## src/design/cop_pkg.sv

```systemverilog
`timescale 1ns / 1ps
package cop_pkg;

    localparam int CORDIC_ITERATIONS = 20;

    localparam int TRIG_W = 34;
    localparam int PHASE_W = 32;
    localparam int TIME_W = 40;
    localparam int RATE_W = 48;
    localparam int RADIUS_W = 27;
    localparam int TRIG_REG_W = 18;
    localparam int POS_W = 28;
    localparam int VEL_W = 19;
    localparam int WIDE_POS_W = 42;
    localparam int OMEGA_W = 35;
    localparam int CFG_DATA_W = 48;
    localparam int CFG_INDEX_W = 3;

    localparam logic signed [TRIG_W-1:0] GAIN_Q30 = 34'sd652032874;
    localparam logic [31:0] TWO_PI_Q29 = 32'd3373259426;
    localparam logic signed [POS_W-1:0] POS_MAX = 28'sd134217727;
    localparam logic [17:0] VEL_MAX = 18'd262143;
    localparam logic [RATE_W-1:0] EARTH_RATE_RESET = 48'd3266731025;
    localparam logic signed [TRIG_REG_W-1:0] TRIG_ONE = 18'sd65536;

    typedef enum logic [CFG_INDEX_W-1:0] {
        REG_RADIUS = 3'd0,
        REG_ORBIT_RATE = 3'd1,
        REG_INIT_PHASE = 3'd2,
        REG_EARTH_RATE = 3'd3,
        REG_COS_RAAN = 3'd4,
        REG_SIN_RAAN = 3'd5,
        REG_COS_INCL = 3'd6,
        REG_SIN_INCL = 3'd7
    } cfg_index_t;

    typedef struct packed {
        logic [RADIUS_W-1:0] radius;
        logic [RATE_W-1:0] orbit_rate;
        logic [PHASE_W-1:0] initial_phase;
        logic [RATE_W-1:0] earth_rate;
        logic signed [TRIG_REG_W-1:0] cos_raan;
        logic signed [TRIG_REG_W-1:0] sin_raan;
        logic signed [TRIG_REG_W-1:0] cos_incl;
        logic signed [TRIG_REG_W-1:0] sin_incl;
    } cfg_t;

    // atan(2^-i) in Q0.32 turns
    function automatic logic signed [TRIG_W-1:0] atan_turn(input logic [4:0] i);
        logic signed [TRIG_W-1:0] v;
        case (i)
            5'd0: v = 34'sd536870912;
            5'd1: v = 34'sd316933406;
            5'd2: v = 34'sd167458907;
            5'd3: v = 34'sd85004756;
            5'd4: v = 34'sd42667331;
            5'd5: v = 34'sd21354465;
            5'd6: v = 34'sd10679838;
            5'd7: v = 34'sd5340245;
            5'd8: v = 34'sd2670163;
            5'd9: v = 34'sd1335087;
            5'd10: v = 34'sd667544;
            5'd11: v = 34'sd333772;
            5'd12: v = 34'sd166886;
            5'd13: v = 34'sd83443;
            5'd14: v = 34'sd41722;
            5'd15: v = 34'sd20861;
            5'd16: v = 34'sd10430;
            5'd17: v = 34'sd5215;
            5'd18: v = 34'sd2608;
            5'd19: v = 34'sd1304;
            5'd20: v = 34'sd652;
            5'd21: v = 34'sd326;
            5'd22: v = 34'sd163;
            5'd23: v = 34'sd81;
            5'd24: v = 34'sd41;
            5'd25: v = 34'sd20;
            5'd26: v = 34'sd10;
            5'd27: v = 34'sd5;
            5'd28: v = 34'sd3;
            5'd29: v = 34'sd1;
            5'd30: v = 34'sd1;
            default: v = 34'sd0;
        endcase
        return v;
    endfunction

    function automatic logic [POS_W-1:0] sat_pos(input logic signed [WIDE_POS_W-1:0] v);
        logic [POS_W-1:0] r;
        if (v > 42'(POS_MAX))
            r = POS_MAX;
        else if (v < -42'(POS_MAX))
            r = -POS_MAX;
        else
            r = v[POS_W-1:0];
        return r;
    endfunction

endpackage

```

## src/design/cop_phase.sv

```systemverilog
`timescale 1ns / 1ps
module cop_phase
    import cop_pkg::*;
(
    input  logic                clk,
    input  logic                rst_n,
    input  logic                adv,
    input  logic                vld_in,
    input  logic [TIME_W-1:0]   t,
    input  logic [RATE_W-1:0]   rate,
    input  logic [PHASE_W-1:0]  start,
    output logic                vld_out,
    output logic [PHASE_W-1:0]  phase
);

    logic [43:0] pp0_reg, pp1_reg, pp2_reg, pp3_reg;
    logic [43:0] pp0_next, pp1_next, pp2_next, pp3_next;
    logic [31:0] mid_reg, mid_next;
    logic [PHASE_W-1:0] phase_reg, phase_next;
    logic [55:0] sum;
    logic [2:0] vld_reg;

    // rate * time split into four 24x20 partial products
    assign pp0_next = 44'(rate[23:0]) * 44'(t[19:0]);
    assign pp1_next = 44'(rate[23:0]) * 44'(t[39:20]);
    assign pp2_next = 44'(rate[47:24]) * 44'(t[19:0]);
    assign pp3_next = 44'(rate[47:24]) * 44'(t[39:20]);

    assign sum = 56'(pp0_reg) + 56'({pp1_reg, 20'd0}) + 56'({pp2_reg, 24'd0})
               + 56'({pp3_reg, 44'd0});
    assign mid_next = sum[55:24];
    assign phase_next = mid_reg + start;

    always_ff @(posedge clk or negedge rst_n)
    begin
        if (!rst_n)
        begin
            vld_reg <= '0;
        end
        else if (adv)
        begin
            vld_reg <= {vld_reg[1:0], vld_in};
        end
    end

    always_ff @(posedge clk)
    begin
        if (adv)
        begin
            pp0_reg <= pp0_next;
            pp1_reg <= pp1_next;
            pp2_reg <= pp2_next;
            pp3_reg <= pp3_next;
            mid_reg <= mid_next;
            phase_reg <= phase_next;
        end
    end

    assign vld_out = vld_reg[2];
    assign phase = phase_reg;

endmodule

```

## config.mk

```make
export PLATFORM = sky130hd
export DESIGN_NAME = cop_phase
export DESIGN_NICKNAME = d
export VERILOG_FILES = /design/src/design/cop_pkg.sv /design/src/design/cop_phase.sv
export SDC_FILE = /design/constraint.sdc
export NUM_CORES = 2
export LEC_CHECK = 0
export BUFFER_PORTS_ARGS = -buffer_cell sky130_fd_sc_hd__buf_2
export CELL_PAD_IN_SITES_DETAIL_PLACEMENT = 0
export CELL_PAD_IN_SITES_GLOBAL_PLACEMENT = 1
export CORE_AREA = 10 10 659 337
export CTS_BUF_LIST = sky130_fd_sc_hd__clkbuf_8
export DETAILED_ROUTE_END_ITERATION = 10
export DIE_AREA = 0 0 669 347
export PLACE_DENSITY = 0.45
export SYNTH_ARGS = -nofsm -noshare
export SYNTH_HDL_FRONTEND = slang
export SYNTH_SLANG_ARGS = --single-unit
```

## constraint.sdc

```tcl
create_clock -name clk -period 4.2 [get_ports clk]
set_clock_uncertainty 0.15 [all_clocks]
set_input_delay 0.63 -clock clk [delete_from_list [all_inputs] [get_ports clk]]
set_output_delay 0.63 -clock clk [all_outputs]
set_load 0.01 [all_outputs]
```

# After elaboration in Yosys (flattened, before gate mapping)

Cells that the tools add are included.

Register bits after elaboration: 191
Input bits: 124
Memory bits (writable): 0
Output and inout bits: 33
Bits in read-only memories: 0
Latch bits: 0
Memories kept: 0

Reductions and logical operators: 0
Shift-type cells: 0
Order comparisons: 0
Multiplexer cells: 0
Add/subtract/negate cells: 4
Divide/modulo/power cells: 0
Multipliers: 4
Equal/unequal tests: 0
Bitwise gates (word level): 0

Operator list:

| kind           | number |
|---|---|
| $add 56x56->56 | 2 |
| $add 44x56->56 | 1 |
| $mul 24x20->44 | 1 |
| $mul 24x20->36 | 1 |
| $add 32x32->32 | 1 |
| $mul 24x20->32 | 1 |
| $mul 24x20->12 | 1 |

# Longest topological paths before layout

Depth after elaboration: 3
Depth in mapped cells: 29

# Least setup slack after synthesis

Ideal clock, no wire load.

Path kind: in2reg
Start: input t[5]
End: register pp2_reg[31], data pin
Library setup time: 258 ps
Path buffers: 2
Cell stages on the path: 24
Slack: -3169 ps
Arrival: 6961 ps
Path through: clkbuf_1 > clkbuf_1 > nand2_1 > fa_1 > fa_1 > fa_1 > inv_1 > fa_1 > fa_1 > fa_1 > inv_1 > fa_1 > inv_1 > ha_1 > a21o_1 > a211o_1 > a21oi_1 > nand3b_1 > o21ai_1 > o21ai_1 > o41ai_2 > o21ai_1 > o41a_1 > xnor2_1

Word-level cells in the longest chain between the ends: 1

Ends and longest elaborated chain:

| what                 | line            | text |
|---|---|---|
| from (decl)          | cop_phase.sv:9  | `input logic [TIME_W-1:0] t,` |
| $mul 24x20->32       | cop_phase.sv:26 | `assign pp2_next = 44'(rate[47:24]) * 44'(t[19:0]);` |
| via pp2_next[31]     | cop_phase.sv:17 | `logic [43:0] pp0_next, pp1_next, pp2_next, pp3_next;` |
| to (signal assigned) | cop_phase.sv:52 | `pp2_reg <= pp2_next;` |
| to (decl)            | cop_phase.sv:16 | `logic [43:0] pp0_reg, pp1_reg, pp2_reg, pp3_reg;` |

The timed path passes the listed nets, and every way through them passes these cells.
A chain may end at the register's enable or synchronous reset.

# Final worst setup path

Start: input rate[4]
End: register pp0_reg[43], data pin

Word-level cells in the longest chain between the ends: 1

Ends and longest elaborated chain:

| what                 | line            | text |
|---|---|---|
| from (decl)          | cop_phase.sv:10 | `input logic [RATE_W-1:0] rate,` |
| $mul 24x20->44       | cop_phase.sv:24 | `assign pp0_next = 44'(rate[23:0]) * 44'(t[19:0]);` |
| via pp0_next[43]     | cop_phase.sv:17 |  |
| to (signal assigned) | cop_phase.sv:50 | `pp0_reg <= pp0_next;` |
| to (decl)            | cop_phase.sv:16 |  |

The timed path passes the listed nets, and every way through them passes these cells.

==> impl_metrics.tcl <==
set metrics [dict create \
    vias 39120 \
    syn_area_um2 52400 \
    finalSetupViolCount 83 \
    grt_pass1_vias 42950 \
    nNetsFinal 8029 \
    fin_crit_sh_pct 164.2 \
    fin_ws_ns -2.697 \
    design.portCount 157 \
    grt_max_degree 62 \
    muxShareOfSynthArea_pct 0.1242 \
    syn_inst 5609 \
    synth_adder_area_share_pct 55.04 \
    fill_cells 22030 \
    grt_use_total_pct 15.78 \
    hold_class "input port to flip-flop" \
    initial_utilization_pct 24.96 \
    syn_avg_cell_area_um2 9.342 \
    yosys.area.top_type "fa_1" \
    cts-htree-levels 4 \
    synth_seq_cells 171 \
    yosys_warnings 0 \
    synth.top_cells.by_area "fa_1 (44%), ha_1 (11%), edfxtp_1 (9.6%)" \
    clock-sinks 171 \
    startpoint_type "input port" \
    antenna_found_initial 20 \
    clock_latency_ns 0.62 \
    synth_edf_count 168 \
    max_slew_margin_pct 44.42 \
    grt_overflow 0 \
    arrival_ns 7.09 \
    maxSlewViolCount 0 \
    synthSimpleGateAreaFrac_pct 16.23 \
    die-area_um2 232100 \
    critPathCaptureType "flip-flop" \
    synth_fp_nets 7344 \
    synth.yosys.seq_area_share_pct 9.771 \
    grt_pass1_wl_mm 277.1 \
    maxCapViolCount 0 \
    die_x_um 669 \
    via_per_inst 4.304 \
    hpwlAfterDp_mm 153.3 \
    crit_path_start "rate[4]" \
    postRouteAntennaNets 0 \
    rows 119 \
    synth_flop_cell "edfxtp_1" \
    violations "negative setup slack" \
    synth-compound-area-share_pct 4.343 \
    core-area_um2 209900 \
    hold_violations 0 \
    portBuffers 156 \
    worst_pin_slew_ns 0.8337 \
    rsz0062_at_grt "yes" \
    routed_wl_mm 185.2 \
    timing.rr.start "pp1_reg[11]$_DFFE_PP_" \
    crit_path_max_fanout 5 \
    clockRootBuffer "clkbuf_8" \
    synth_top_family_by_area "adder cells" \
    min_period_ns 6.897 \
    run_status "complete, but fails checks" \
    clkTransAtPathRegs_ns 0.09 \
    cts_tree "done" \
    area_growth_pct 27.13 \
    first_pass_iters 7 \
    clock_path_buffers 3 \
    critPathKind "input port to flip-flop" \
    yosys.area.top_type_share_pct 44.20 \
    cts_made_buffers 25 \
    cp.required_ns 4.40 \
    gp_congestion 0.8229 \
    route.detailed.drc 0 \
    post-place-ws_ns -3.687 \
    drt_iter0_drc 1796 \
    drive_above_1_share_pct 22.40 \
    async_reset_ff_share_pct 1.754 \
    die_h_um 347 \
    largest_reg_flops 36 \
    fmax_mhz 145.0 \
    ys_types 67 \
    routedWlPerCell_um 20.37 \
    synth_xor_area_share_pct 3.343 \
    hold_start "vld_in" \
]
repair_timing:
item	in CTS	in global routing
cloned	13	7
pin swaps	195	203
endpoints found under the setup margin	86	88
setup buffers	90	47
resized for setup	435	246
hold buffers	1	0
endpoints found under the hold margin	3	0
cell usage in the layout, fill, tap and decap left out, drive strengths merged, types with 5 or more instances in the layout:
cell type / netlist / final
xor2: 49 / 49
a21oi: 103 / 103
nor3: 28 / 28
clkinv: 0 / 5
nand4: 13 / 13
nor2: 103 / 103
edfxtp: 168 / 168
a21o: 49 / 49
buf: 2 / 920
bufbuf: 0 / 9
nand2b: 13 / 13
nand3: 21 / 21
a31oi: 8 / 8
o211ai: 9 / 9
o21a: 28 / 28
o21bai: 19 / 19
xnor2: 151 / 151
fa: 1157 / 1157
and2: 695 / 695
clkbuf: 280 / 35
o21ai: 60 / 60
inv: 1274 / 1275
a211o: 6 / 6
o2111ai: 5 / 5
nor2b: 19 / 19
diode: 0 / 5
or2: 7 / 7
ha: 454 / 454
a211oi: 23 / 23
nand2: 788 / 788
and3: 13 / 13
path summary, 6_finish.rpt:
kind	slack [ns]	endpoint	depth (start not counted)
worst max-delay path	-2.70	pp0_reg[43]$_DFFE_PP_	24
worst min-delay path	0.13	vld_reg[0]$_DFFE_PN0P_	2
worst max register to register	0.20	mid_reg[30]$_DFFE_PP_	14
worst min register to register	0.33	phase[0]$_DFFE_PP_	1
max in group asynchronous	3.57	vld_reg[1]$_DFFE_PN0P_	2
min in group asynchronous	0.22	vld_reg[2]$_DFFE_PN0P_	2
critical path: stages:
cell and delay, ns:
buf_8 0.11, buf_12 0.12, buf_12 0.13, buf_12 0.12, and2_4 0.15, fa_1 0.46, fa_1 0.52, fa_1 0.53
fa_2 0.61, fa_2 0.45, fa_1 0.54, inv_2 0.05, fa_1 0.52, inv_2 0.05, ha_4 0.28, and3_4 0.18
nand4_1 0.17, or4_4 0.51, a211oi_4 0.38, o311ai_4 0.12, buf_4 0.16, nand2_4 0.07, a211oi_2 0.07, xnor2_1 0.13
final cells by class:
| class | instances | area (um2) | area share (%) |
|---|---|---|---|
| inverter | 1274 | 4782 | 7.179 |
| clock inverter | 8 | 63.81 | 0.09579 |
| timing repair buffer | 940 | 9052 | 13.59 |
| clock buffer | 25 | 344.1 | 0.5165 |
| tap | 2783 | 3482 | 5.227 |
| multi-input combinational | 3882 | 43760 | 65.69 |
| sequential | 171 | 5120 | 7.686 |
| antenna | 5 | 12.51 | 0.01878 |
per-stage QoR:
| stage | hold slack [ns] | instances | instance area [um2] | setup TNS (ns) | utilization (%) |
|---|---|---|---|---|---|
| global route | 0.06368 | 9085 | 66610 | -176.63 | 31.73 |
| floorplan | 0.1844 | 5609 | 53520 | -161.48 | - |
| detailed placement | 0.2814 | 8936 | 62030 | -240.50 | 29.55 |
| CTS | 0.06480 | 9052 | 65330 | -161.81 | 31.12 |
| global placement | 0.2743 | 8936 | 62030 | -239.15 | 29.55 |
| finish | 0.1312 | 9088 | 66610 | -166.85 | 31.73 |
cells in the mapped netlist, drive strengths merged (4+ instances only):
cell type	count
a21o	49
nor2b	19
a211oi	23
clkbuf	280
a211o	6
nand4	13
a21boi	4
nor3b	4
a21oi	103
or2	7
o21bai	19
o211ai	9
nand3b	4
nand3	21
ha	454
and3	13
o2111ai	5
or3	4
xor2	49
nor2	103
nor3	28
and2	695
inv	1274
o21a	28
mux2	4
o31a	4
nand2b	13
o21ai	60
fa	1157
nand2	788
edfxtp	168
a31oi	8
xnor2	151
metal layers:
metal | share of wire, % | global-route usage, % | vias to the layer above
li1 | - | - | 17900
met1 | 48 | 22.61 | 20470
met2 | 47 | 25.96 | 598
met3 | 3.4 | 1.564 | 140
met4 | 2.0 | 2.879 | 6
met5 | 0.018 | 0 | -
cell families after synthesis:
family | Yosys count
AND/OR/NAND/NOR | 1721
adder cells (fa/ha/maj) | 1611
multiplexers | 6
AO/OA/AOI/OAI | 344
XOR/XNOR | 200
flip-flops | 171
buffers and inverters | 1556
Power is left out: the tool's default activity adds up to more than one toggle a clock period on the data nets, which glitch-free logic cannot reach.
